===== src/design/utf8t_pkg.sv =====
package utf8t_pkg;

  // field widths
  localparam int CpWidth    = 21;
  localparam int OctetWidth = 8;

  // register index of the mode register
  localparam logic REG_DIRECTION_MODE = 1'b0;

  typedef logic [CpWidth-1:0]    cp_t;
  typedef logic [OctetWidth-1:0] octet_t;

  typedef enum logic {
    MODE_DECODE = 1'b0,
    MODE_ENCODE = 1'b1
  } mode_t;

  // decoder view of the item at the head
  typedef struct packed {
    logic emit;
    cp_t  value;
  } dec_out_t;

  // encoder view of the byte selected by the byte index
  typedef struct packed {
    octet_t octet;
    logic   last;
  } enc_out_t;

endpackage


===== src/design/utf8t_decoder.sv =====
module utf8t_decoder (
  input  logic               clk,
  input  logic               rst,
  input  logic               clear,
  input  logic               step,
  input  utf8t_pkg::octet_t  octet,
  input  logic               end_in,
  output utf8t_pkg::dec_out_t res
);
  import utf8t_pkg::*;

  logic [1:0] pending;
  logic [1:0] pending_next;
  cp_t        acc;
  cp_t        acc_next;

  // lead classification or continuation merge
  always_comb begin
    acc_next     = acc;
    pending_next = 2'd0;
    if (pending == 2'd0) begin
      acc_next = {{(CpWidth-OctetWidth){1'b0}}, octet};
      if (octet[7:5] == 3'b110) begin
        acc_next     = {{(CpWidth-5){1'b0}}, octet[4:0]};
        pending_next = 2'd1;
      end else if (octet[7:4] == 4'b1110) begin
        acc_next     = {{(CpWidth-4){1'b0}}, octet[3:0]};
        pending_next = 2'd2;
      end else if (octet[7:3] == 5'b11110) begin
        acc_next     = {{(CpWidth-3){1'b0}}, octet[2:0]};
        pending_next = 2'd3;
      end
    end else begin
      acc_next     = {acc[CpWidth-7:0], octet[5:0]};
      pending_next = pending - 2'd1;
    end
  end

  assign res.emit  = (pending_next == 2'd0) || end_in;
  assign res.value = acc_next;

  // sequence state
  always_ff @(posedge clk) begin
    if (rst || clear) begin
      pending <= 2'd0;
      acc     <= '0;
    end else if (step) begin
      acc     <= acc_next;
      pending <= res.emit ? 2'd0 : pending_next;
    end
  end

endmodule


===== src/design/utf8t_encoder.sv =====
module utf8t_encoder (
  input  utf8t_pkg::cp_t      code,
  input  logic [1:0]          idx,
  output utf8t_pkg::enc_out_t res
);
  import utf8t_pkg::*;

  octet_t     seq [4];
  logic [1:0] last_idx;

  // byte sequence by code point range
  always_comb begin
    seq[0] = '0;
    seq[1] = '0;
    seq[2] = '0;
    seq[3] = '0;
    if (code[20:7] == '0) begin
      seq[0]   = code[7:0];
      last_idx = 2'd0;
    end else if (code[20:11] == '0) begin
      seq[0]   = {3'b110, code[10:6]};
      seq[1]   = {2'b10, code[5:0]};
      last_idx = 2'd1;
    end else if (code[20:16] == '0) begin
      seq[0]   = {4'b1110, code[15:12]};
      seq[1]   = {2'b10, code[11:6]};
      seq[2]   = {2'b10, code[5:0]};
      last_idx = 2'd2;
    end else begin
      seq[0]   = {5'b11110, code[20:18]};
      seq[1]   = {2'b10, code[17:12]};
      seq[2]   = {2'b10, code[11:6]};
      seq[3]   = {2'b10, code[5:0]};
      last_idx = 2'd3;
    end
  end

  assign res.octet = seq[idx];
  assign res.last  = (idx == last_idx);

endmodule


===== src/design/utf8_transcoder_top.sv =====
// path: an accepted request passes through the input register, then the result
//   register; decode results leave through both after the last byte of a sequence
// throughput: decode 1 byte per cycle; encode one output byte per cycle through the
//   single result register, holding each code point until its last byte; both while out_ready does not stall
// reset: synchronous active-high rst empties both registers, clears the decode
//   state and sets direction_mode to decode
module utf8_transcoder_top (
  input  logic           clk,
  input  logic           rst,
  input  logic           in_valid,
  output logic           in_ready,
  input  utf8t_pkg::cp_t in_value,
  input  logic           in_end,
  output logic           out_valid,
  input  logic           out_ready,
  output utf8t_pkg::cp_t out_value,
  output logic           out_run_last,
  output logic           out_string_last,
  input  logic           psel,
  input  logic           penable,
  input  logic           pwrite,
  input  logic [2:0]     paddr,
  input  logic [31:0]    pwdata,
  output logic [31:0]    prdata,
  output logic           pready
);
  import utf8t_pkg::*;

  mode_t      mode;
  logic       cfg_write;
  logic       inq_valid;
  cp_t        inq_value;
  logic       inq_end;
  logic [1:0] idx;
  logic       out_free;
  logic       item_done;
  logic       load_out;
  dec_out_t   dec_res;
  enc_out_t   enc_res;

  // configuration port
  assign pready    = 1'b1;
  assign cfg_write = psel && penable && pwrite && (paddr[2] == REG_DIRECTION_MODE);
  assign prdata    = (paddr[2] == REG_DIRECTION_MODE) ? {31'b0, mode} : '0;

  always_ff @(posedge clk) begin
    if (rst) begin
      mode <= MODE_DECODE;
    end else if (cfg_write) begin
      mode <= mode_t'(pwdata[0]);
    end
  end

  // handshake and sequencing
  assign out_free  = !out_valid || out_ready;
  assign item_done = inq_valid && ((mode == MODE_ENCODE) ? (out_free && enc_res.last)
                                                         : (out_free || !dec_res.emit));
  assign load_out  = inq_valid && out_free && ((mode == MODE_ENCODE) || dec_res.emit);
  assign in_ready  = !inq_valid || item_done;

  // input register
  always_ff @(posedge clk) begin
    if (rst) begin
      inq_valid <= 1'b0;
    end else if (in_ready) begin
      inq_valid <= in_valid;
    end
  end

  always_ff @(posedge clk) begin
    if (in_valid && in_ready) begin
      inq_value <= in_value;
      inq_end   <= in_end;
    end
  end

  utf8t_decoder u_decoder (
    .clk    (clk),
    .rst    (rst),
    .clear  (cfg_write),
    .step   (item_done && (mode == MODE_DECODE)),
    .octet  (inq_value[OctetWidth-1:0]),
    .end_in (inq_end),
    .res    (dec_res)
  );

  utf8t_encoder u_encoder (
    .code (inq_value),
    .idx  (idx),
    .res  (enc_res)
  );

  // byte index within the current encoded sequence
  always_ff @(posedge clk) begin
    if (rst) begin
      idx <= 2'd0;
    end else if (load_out && (mode == MODE_ENCODE)) begin
      idx <= enc_res.last ? 2'd0 : idx + 2'd1;
    end
  end

  // result register
  always_ff @(posedge clk) begin
    if (rst) begin
      out_valid <= 1'b0;
    end else if (out_free) begin
      out_valid <= load_out;
    end
  end

  always_ff @(posedge clk) begin
    if (load_out) begin
      if (mode == MODE_ENCODE) begin
        out_value       <= {{(CpWidth-OctetWidth){1'b0}}, enc_res.octet};
        out_run_last    <= enc_res.last;
        out_string_last <= enc_res.last && inq_end;
      end else begin
        out_value       <= dec_res.value;
        out_run_last    <= 1'b1;
        out_string_last <= inq_end;
      end
    end
  end

endmodule


===== config.mk =====
export PLATFORM = sky130hd
export DESIGN_NAME = utf8_transcoder_top
export DESIGN_NICKNAME = d
export VERILOG_FILES = /design/src/design/utf8t_pkg.sv /design/src/design/utf8t_decoder.sv /design/src/design/utf8t_encoder.sv /design/src/design/utf8_transcoder_top.sv
export SDC_FILE = /design/constraint.sdc
export NUM_CORES = 1
export LEC_CHECK = 0
export ABC_CLOCK_PERIOD_IN_PS = 7400
export BUFFER_PORTS_ARGS = -buffer_cell sky130_fd_sc_hd__buf_2
export CAP_MARGIN = 10
export CORE_MARGIN = 2
export CORE_UTILIZATION = 35
export DETAILED_ROUTE_END_ITERATION = 8
export SLEW_MARGIN = 20
export SYNTH_ARGS = -nofsm -noshare
export SYNTH_HDL_FRONTEND = slang
export SYNTH_SLANG_ARGS = --single-unit
export TNS_END_PERCENT = 30

===== constraint.sdc =====
create_clock -name clk -period 7.4 [get_ports clk]
set_clock_uncertainty 0.1 [all_clocks]
set_input_delay 0.37 -clock clk [delete_from_list [all_inputs] [get_ports clk]]
set_output_delay 0.37 -clock clk [all_outputs]
set_load 0.02 [all_outputs]

## Word-level counts from Yosys, hierarchy flattened

Cells that the tools add are included.

- Add/subtract/negate cells: 2
- Reductions and logical operators: 25
- Order comparisons: 1
- Mux-type cells: 26
- Bitwise logic cells: 3
- Equal/unequal tests: 4

Operators by type and width:

| cell | number |
|---|---|
| $mux W21 | 4 |
| $mux W8 | 6 |
| $mux W16 | 2 |
| $mux W24 | 1 |
| $bmux W8 S2 | 1 |
| $mux W2 | 8 |
| $logic_not A14 Y1 | 1 |
| $logic_and A1 B1 Y1 | 11 |
| $logic_not A10 Y1 | 1 |
| $logic_or A1 B1 Y1 | 6 |
| $eq A5 B5 Y1 const B | 1 |
| $logic_not A5 Y1 | 1 |
| $eq A4 B4 Y1 const B | 1 |
| $logic_not A2 Y1 | 2 |
| $mux W1 | 4 |
| $eq A3 B3 Y1 const B | 1 |
| $ge A3 B3 Y1 const B | 1 |
| $logic_not A1 Y1 | 3 |
| $not A2 Y3 | 1 |
| $add A2 B1 Y2 const B | 1 |
| $eq A2 B2 Y1 | 1 |
| $not A1 Y1 | 2 |
| $sub A2 B1 Y2 const B | 1 |

- Word-level logic and storage cells: 73
- Input bits: 64
- Flip-flop bits (word level): 67
- Output and inout bits: 58

## Logic depth before layout (Yosys ltp)

Gate-level depths: netlist of the first run.

- Depth after elaboration: 13
- Depth in mapped cells: 8
- Mapped depth without buffers: 5

## Modules after synthesis

From an unflattened synthesis of the first run, not the netlist that was laid out.

- Cell total of the unflattened synthesis: 348
- Area, all modules: 3599.7 sq um

By module, submodules not included:

| module | sequential area each (sq um) | cells an instance | instances | area an instance (sq um) |
|---|---|---|---|---|
| utf8_transcoder_top | 1451.4 | 137 | 1 | 2059.5 |
| utf8t_decoder | 340.3 | 107 | 1 | 850.8 |
| utf8t_encoder | 0.0 | 104 | 1 | 689.4 |

## Worst setup path before layout of the first run

No wires, ideal clock.

- Path kind: register to register
- From: register inq_value[11]
- To: register inq_end (enable)
- Required time: 6.893 ns
- Setup slack: 4.276 ns
- Path buffers: 0
- Period minus slack after synthesis: 3.124 ns
- Stages on the path, launching flop included: 6
- Library setup time: 0.407 ns
- Data arrival time: 2.617 ns
- Cells stage by stage: edfxtp_1 nor4_2 nand4_2 nor3_2 o21ai_1 a21boi_1

- Word-level cells in the longest chain between the ends: 9
- Elaborated cells between the ends (all ways): 10
- Classes of those cells: eq/ne: 1; mux: 3; reduce/logical: 6

RTL lines:

| what | line | source |
|---|---|---|
| start, declared | utf8_transcoder_top.sv:32 | `cp_t inq_value;` |
| start signal, assigned | utf8_transcoder_top.sv:72 | `inq_value <= in_value;` |
| $logic_not A10 Y1 | utf8t_encoder.sv:20 | `end else if (code[20:11] == '0) begin` |
| $mux W2 | utf8t_encoder.sv:20 |  |
| $mux W2 * | utf8t_encoder.sv:17 | `if (code[20:7] == '0) begin` |
| $eq A2 B2 Y1 * | utf8t_encoder.sv:39 | `assign res.last = (idx == last_idx);` |
| $logic_and A1 B1 Y1 * | utf8_transcoder_top.sv:56 | `assign item_done = inq_valid && ((mode == MODE_ENCODE) ? (out_free && enc_res.last)` |
| $mux W1 * | utf8_transcoder_top.sv:56 |  |
| $logic_and A1 B1 Y1 * | utf8_transcoder_top.sv:56 |  |
| $logic_or A1 B1 Y1 * | utf8_transcoder_top.sv:59 | `assign in_ready = !inq_valid \|\| item_done;` |
| $logic_and A1 B1 Y1 * | utf8_transcoder_top.sv:71 | `if (in_valid && in_ready) begin` |
| end signal, assigned | utf8_transcoder_top.sv:73 | `inq_end <= in_end;` |
| end, declared | utf8_transcoder_top.sv:33 | `logic inq_end;` |

Mark *: on every way between the ends. The rest lies on a longest branch, timed or not.
A chain may end at the register's enable or synchronous reset.

## Final worst setup path of the first run

- From: register inq_value[11]
- To: output port in_ready

- Word-level cells in the longest chain between the ends: 8
- Elaborated cells between the ends (all ways): 9
- Classes of those cells: eq/ne: 1; mux: 3; reduce/logical: 5

RTL lines:

| what | line | source |
|---|---|---|
| $logic_not A10 Y1 | utf8t_encoder.sv:20 |  |
| $mux W2 | utf8t_encoder.sv:20 |  |
| $mux W2 * | utf8t_encoder.sv:17 |  |
| $eq A2 B2 Y1 * | utf8t_encoder.sv:39 |  |
| $logic_and A1 B1 Y1 * | utf8_transcoder_top.sv:56 |  |
| $mux W1 * | utf8_transcoder_top.sv:56 |  |
| $logic_and A1 B1 Y1 * | utf8_transcoder_top.sv:56 |  |
| $logic_or A1 B1 Y1 * | utf8_transcoder_top.sv:59 |  |
| end, declared | utf8_transcoder_top.sv:11 | `output logic in_ready,` |

Marks and branches as above.

==> flow_results.org, run 1 <==
** STA
- In the finished design, the share of the clock period the worst path needs comes to about two fifths.
- Number of slew-limit violations in the final report :: 0
- Final min period :: roughly 3000 ps
- At the pin with the least slew margin, the transition time is approximately 1000 ps.
- Once routing completed, OpenROAD measured the worst setup slack at ~4300 ps.
- Setup violations remaining at the end of the flow were counted as 0.
- Hold Violations, Final :: 0
- For this run, the top clock speed supported by timing is between 300 and 400 MHz.
- Setup Total Neg Slack :: 0 ps
- The worst pin sits at a relative slew slack of 31.38%.
- Unrepaired setup endpoints after global routing :: no

** Final layout
- Most frequent standard cell in the layout excluding fill and tap cells :: buf_2
- Relative to the synthesized area, the layout overhead comes to 11.60%.
- The multi-input combinational cells in the finished layout cover a total of 1465 um^2.
- Post-layout net count :: approximately 470
- Counting the fill cells in the layout gives just under 1000.
- Across the whole layout, storage elements account for roughly 1800 um^2.
- The count of cells in the finished layout, fillers not included, comes to 539.
- The number of antenna diodes in the final layout is 0.
- Final core utilization :: between 40% and 50%
- Of the cells placed in the final design, the portion with a size suffix greater than 1 is a little over a fifth.
- The library cells used most frequently in the layout, excluding fill and tap cells, are 56 x buf_2, 45 x edfxtp_1, 34 x a21oi_1.

** Route
- For this block, the routed nets add up to 8.313 mm of wire.
- Vias per std cell :: slightly above 5
- DRC errors left :: 0
- DRT Pass-1 Iters :: 5
- The final route contains ~2700 vias.
- DR iter-0 viols :: between 200 and 300
- Average wire per cell in the routed design :: around 15 um
- Once detail routing completed, the nets flagged for antenna violations numbered 0.

** Synth
- Ranking of synthesized cells by area :: edfxtp_1 38%, dfxtp_1 12%, buf_4 6.8%
- Synth top area share :: between 30% and 40%
- Proportion of register bits with asynchronous set or reset after synthesis :: 0%
- The mapped netlist covers 3526 um^2.
- Cell taking the most area after synthesis :: edfxtp_1
- In the synthesized netlist, the number of instances is between 300 and 400.
- Top_reg_cell synth :: edfxtp_1
- A synthesized cell averages 9.932 um^2.
- The share of the Yosys chip area taken by registers is between 50% and 60%.
- Yosys mapped a number of flops with a built-in enable equal to 45.
- Warning count from the yosys run :: 0
- Number of distinct library cell variants in the gate-level netlist after synthesis :: between 60 and 70
- FF+latch count, synth :: 67

** Clock tree
- Root cell of the clock tree :: clkbuf_8
- The clock tree synthesis step divided the H-tree into 3 levels.
- For the worst-skew pair, the clock arrives at the later sink with an insertion delay of between 300 and 400 ps.
- Reg clk slew, reported paths :: approximately 70 ps
- Once the clock tree was built, the resizer swapped 0 gates to a different size.
- Post-CTS Setup Repair Bufs :: 0
- TritonCTS built the clock tree.
- CTS hold repair buffers :: 0
- TritonCTS created 9 clock buffers.
- The longest clock path from root to sink contains 2 buffers.
- The tree built by TritonCTS fans out to 67 sinks.

** Global route
- Gr ovfl total :: 0
- The initial antenna violation count came to 0.
- Across every metal layer, demand over resource in global routing totals ~16%.
- Entering global routing, the biggest net connects 24 pins.
- Vias in the first global route :: 2442
- Wire length of the first global-routing pass :: 13.25 mm

** Critical path
- In this design, the stage delay of the slowest critical-path cell is approximately 710 ps.
- The largest individual stage delay along the critical path comes from the cell or4_1.
- STA puts the critical path data arrival time at approximately 2600 ps.
- Critical path class :: register to primary output
- For the worst setup path, the data required time is 6930 ps.
- Endpoint type of the worst setup path :: primary output
- Setup slack, reg-to-reg :: 4330 ps
- Worst reg2reg path startpoint :: inq_value[11]
- The signal on the critical path passes through or4_1, o211ai_4, a21oi_1, o21ai_1, nand2_1, buf_2.
- Maximum fanout along the worst path :: 6
- STA classifies the critical path startpoint as a register.
- The worst register-to-register path has a depth of 5.
- The endpoint identified for the worst register-to-register timing path is inq_value[4].

** Die
- Core box area :: slightly below 10000 um^2
- The die is around 100 um tall.
- about 120 I/O pins were placed.
- Starting utilization of the core area :: 36.07%
- Die W :: approximately 100 um
- The die covers 10890 um^2.
- Number of core rows :: 36

** Placement
- Worst setup slack before clock tree synthesis :: 4002 ps
- Count of placed standard cells including taps :: between 500 and 600
- Number of buffers added on ports :: 56
- Weighted congestion at the end of routability-driven global placement :: between 0.9 and 1
- Half-perimeter wire length after placement :: 5.864 mm

** Pwr
- Pwr per Cell Area :: 203.7 nW/um^2
- Leakage dissipation :: ~1.5 nW
- Maximum vdd ir drop :: roughly 0.00012 V
- After layout, the design draws a total of 801.7 uW.

** Worst hold path
- In this run the most critical hold path is launched from in_value[1].
- Class of the tightest hold or removal check :: primary input to register
- Endpoint of the worst hold path :: inq_value[1]
- Along the worst hold path, the cell count comes to 1.

** Outcome
- The flow ran to the end, and the final reports show no timing, DRC or antenna violations.

** Job
- # Max-Cap Violations :: 0
-- worst max path at each step --
| stage | startpoint | end | slack, ps | depth (start not counted) |
|---|---|---|---|---|
| after global placement | inq_value[11] | inq_value[18] | 4040 | 5 |
| final | inq_value[11] | in_ready | 4320 | 6 |
| after detailed placement | inq_value[11] | inq_value[20] | 4000 | 5 |
| after CTS | inq_value[11] | inq_value[16] | 4010 | 5 |
| after global routing | inq_value[11] | inq_value[20] | 4080 | 5 |
| after floorplan | inq_value[11] | inq_end | 4280 | 5 |
-- synth_stat cells, drive strengths merged, types with 8 or more instances --
| cell | n |
|---|---|
| nand3 | 11 |
| nor3 | 11 |
| buf | 39 |
| nor2 | 28 |
| and3 | 18 |
| inv | 10 |
| a31oi | 8 |
| dfxtp | 22 |
| edfxtp | 45 |
| nand2 | 33 |
| a21oi | 34 |
| clkbuf | 13 |
| o21ai | 16 |
-- cells by family (layout without fill, tap and decap cells) --
| logic type | Yosys count | after routing | share of synthesized area, % |
|---|---|---|---|
| mux | 6 | 6 | 1.703 |
| other cells | 2 | 32 | 0.2130 |
| xor+xnor | 1 | 1 | 0.2484 |
| compound gates | 92 | 92 | 16.86 |
| simple gates | 125 | 125 | 18.95 |
| flops | 67 | 67 | 50.82 |
| buf+inv | 62 | 83 | 11.21 |
-- stage by stage --
step,area (um^2),hold slack (ps)
floorplan,3638,327.4
finish,3935,96.92
detailed placement,3739,339.8
CTS,3925,80.90
global route,3935,85.58
global placement,3739,337.0
-- flip-flops by register name, summed over array words and instances, names as in the netlist --
register	flops
u_decoder.acc	15
out_string_last	1
inq_value	21
out_run_last	1
out_valid	1
inq_valid	1
out_value	21
u_decoder.pending	2
mode	1
idx	2
inq_end	1
-- metal layers --
metal	wire (um)	track usage (%)	vias to the layer above	part of all wire [%]
met5	0	0	-	0
met4	140	6.467	0	1.7
met3	588	3.383	14	7.1
met2	3622	22.46	120	44
met1	3961	22.27	1260	48
li1	-	-	1329	-
-- worst max-delay path, delay by kind of cell (launching register included) --
| kind | cells | cell delay, ps |
|---|---|---|
| and+or+nand+nor | 2 | 840 |
| AOI/OAI and AO/OA | 3 | 780 |
| DFF | 1 | 470 |
| buffers and inverters | 1 | 180 |
-- layout make-up --
class | count | area share, %
clock buffer | 11 | 3.879
clock inverter | 5 | 0.8585
inverter | 10 | 0.9539
multi-input combinational | 256 | 37.23
sequential | 67 | 45.53
tap | 133 | 4.229
timing repair buffer | 57 | 7.313
-- report_power, final --
| group | internal (mW) | switching, mW | total, mW |
|---|---|---|---|
| clock network | 0.142 | 0.143 | 0.285 |
| logic | 0.0236 | 0.0569 | 0.0805 |
| registers | 0.418 | 0.0176 | 0.436 |
Power figures use the tool's default switching activity.
==> run 2: changes to the inputs <==
--- a/config.mk
+++ b/config.mk
@@ -5,7 +5,7 @@
 export SDC_FILE = /design/constraint.sdc
 export NUM_CORES = 1
 export LEC_CHECK = 0
-export ABC_CLOCK_PERIOD_IN_PS = 7400
+export ABC_CLOCK_PERIOD_IN_PS = 2700
 export BUFFER_PORTS_ARGS = -buffer_cell sky130_fd_sc_hd__buf_2
 export CAP_MARGIN = 10
 export CORE_MARGIN = 2
==> constraint.sdc (replaced) <==
create_clock -name clk -period 2.7 [get_ports clk]
set_clock_uncertainty 0.1 [all_clocks]
set_input_delay 0.135 -clock clk [delete_from_list [all_inputs] [get_ports clk]]
set_output_delay 0.135 -clock clk [all_outputs]
set_load 0.02 [all_outputs]
==> flow_results.org, run 2 (synthesis results as in run 1) <==
** Outcome
- Status :: completed

** Placement
- At the end of routability-driven placement, the weighted congestion stood at 0.8956.
- After legalization and detailed placement, the total HPWL measured between 6 and 7 mm.
- In this run the tool buffered the top-level ports with 56 buffer cells.
- After detailed placement, the design holds a cell count of ~550.
- In this run the cell area measured after placement is between 3000 and 4000 um^2.
- Timing analysis after detailed placement gives a worst setup slack of around 170 ps.

** Route
- After detailed routing, the number of vias per cell comes to slightly above 5.
- DRC errors left :: 0
- After the first detailed-routing iteration, the DRC count stood at 208.
- Average wire per cell in the routed design :: ~15 um
- DRT Pass-1 Iters :: 7
- For this block, the routed nets add up to 8.736 mm of wire.
- Vias post-DR :: around 3000
- Detail Route Antenna Nets :: 0

** Final layout
- Final-layout fill cell count :: 958
- For this run, the post-layout net count is 514.
- The library cell used most frequently in the layout, excluding fill and tap cells, is buf_2.
- After the flow finishes, the layout carries non-filler instances totaling about 590.
- The finished cells cover around 4400 um^2.
- Antenna Cells :: 0
- Relative to the synthesized area, the layout overhead comes to 25.20%.
- Top library cells by usage in the layout, fill and taps aside :: 56 x buf_2, 45 x edfxtp_1, 34 x a21oi_1
- In the final layout, the share of cells above drive strength 1 is ~25%.
- Registers with the most flip-flops :: inq_value (21), out_value (21), u_decoder.acc (15)

** Die
- Core box area :: ~9800 um^2
- Number of core rows :: 36
- Pin placement for this block handled 122 I/O pins.
- Floorplan die height :: approximately 100 um
- Die W :: roughly 100 um
- Starting utilization of the core area :: between 30% and 40%
- Die ar. :: 10890 um^2

** Clock tree
- The tree is rooted in a clkbuf_8.
- CTS buffer count :: 9
- The later pin in the worst-skew pair is clocked with a latency of roughly 350 ps.
- TritonCTS built the clock tree.
- Counting every sink on the clock net gives between 60 and 70.
- Maximum root-to-sink buffer count :: 2
- The H-tree was split into 3 levels.
- Reg clk slew, reported paths :: about 70 ps

** Pwr
- Net switching power figure :: 637.6 uW
- Pwr per Cell Area :: roughly 530 nW/um^2
- The share of total power dissipated in combinational logic is around an eighth.
- Total Power Consumption :: between 2 and 2.5 mW
- The analysis attributes to cell leakage a power of about 1.7 nW.
- Switching part of the total power :: 27.35%
- Clock power share :: about 37%
- Sequential cells burn between 50 and 60% of the power.
- Maximum vdd ir drop :: between 0.0003 and 0.0004 V
- Total internal power :: approximately 1.7 mW

** Critical path
- Worst reg2reg path startpoint :: inq_value[7]
- The most critical setup path has its startpoint at inq_value[11].
- Critical path class :: register to primary output
- Required arrival time at the worst endpoint :: about 2500 ps
- Maximum fanout along the worst path :: 6
- Critical Path Start Type :: register
- Worst endpoint data arrival time :: about 2300 ps
- Endpoint type of the worst setup path :: primary output

** STA
- The number of max-slew violations in the final report was 0.
- After layout, the worst setup slack is roughly 150 ps.
- Post-route clock period utilization :: ~95%
- Headroom to the max-slew limit came out at approximately 52%.
- Setup repair after global routing left no endpoint under its margin.
- After routing, the total negative slack on setup checks comes to 0 ps.
- Maximum frequency from static timing analysis :: slightly below 400 MHz
- Hold Violations, Final :: 0
- Final min period :: roughly 2600 ps
- Setup violations remaining at the end of the flow were counted as 0.
- For the pin with the worst max-slew slack, the measured transition is roughly 720 ps.

** Global route
- Total track usage :: between 15 and 20%
- Largest net degree at the start of global routing :: 23
- The via count of the first global-routing pass is 2799.
- The first global-routing pass estimated 14.23 mm of wire.
- The initial antenna violation count is 0.
- Global routing finished with a remaining overflow of 0.

** Worst hold path
- Class of the tightest hold or removal check :: primary input to register
- Hold path startpoint :: in_valid

** Job
- # Max-Cap Violations :: 0
## run 2: critical path: stages (launching register included)
cell	delay (ps)
edfxtp_1	460
or4_4	630
o211ai_4	240
a21oi_1	140
o21ai_2	220
nand2_1	110
buf_2	170
## run 2: path summary, 6_finish.rpt
kind | endpoint | slack [ps] | depth (start not counted)
setup / recovery | in_ready | 150 | 6
setup reg to reg | inq_value[7] | 240 | 5
hold reg to reg | u_decoder.acc[11] | 350 | 2
hold / removal | inq_valid | 40 | 3
## run 2: stage by stage
stage	hold WS, ps	utilization, %
after floorplan	104.1	-
after global placement	211.6	40.27
after detailed placement	213.1	40.27
after CTS	25.91	44.97
after global routing	32.44	45.16
final	39.33	45.16
## run 2: power by group through the flow
stage | logic (mW) | registers (mW) | clock network, mW
2_1_floorplan | 0.182 | 1.21 | 0
3_3_place_gp | 0.247 | 1.21 | 0
3_5_place_dp | 0.248 | 1.21 | 0
4_1_cts | 0.276 | 1.19 | 0.887
5_1_grt | 0.305 | 1.19 | 0.938
6_report | 0.279 | 1.19 | 0.866
## run 2: metal layers
metal | up-vias | wire length, um | global-route usage, %
li1 | 1433 | - | -
met1 | 1371 | 4033 | 22.35
met2 | 151 | 3805 | 24.42
met3 | 24 | 589 | 3.571
met4 | 0 | 308 | 8.880
met5 | - | 0 | 0
## run 2: area by class of cell
cell class	instances	area [um^2]	area share, %
well taps	133	166.4	3.770
inverters	10	37.54	0.8503
multi-input cells	256	1470	33.31
clock buffers	9	123.9	2.806
flip-flops and latches	67	1792	40.59
clock inverters	7	81.33	1.842
repair buffers	106	743.2	16.84
## run 2: what timing repair did
action,in CTS,in global routing
hold buffers,25,0
setup buffers,0,2
endpoints found under the hold margin,27,0
gates resized for setup,1,2
gates cloned,0,0
endpoints found under the setup margin,1,23
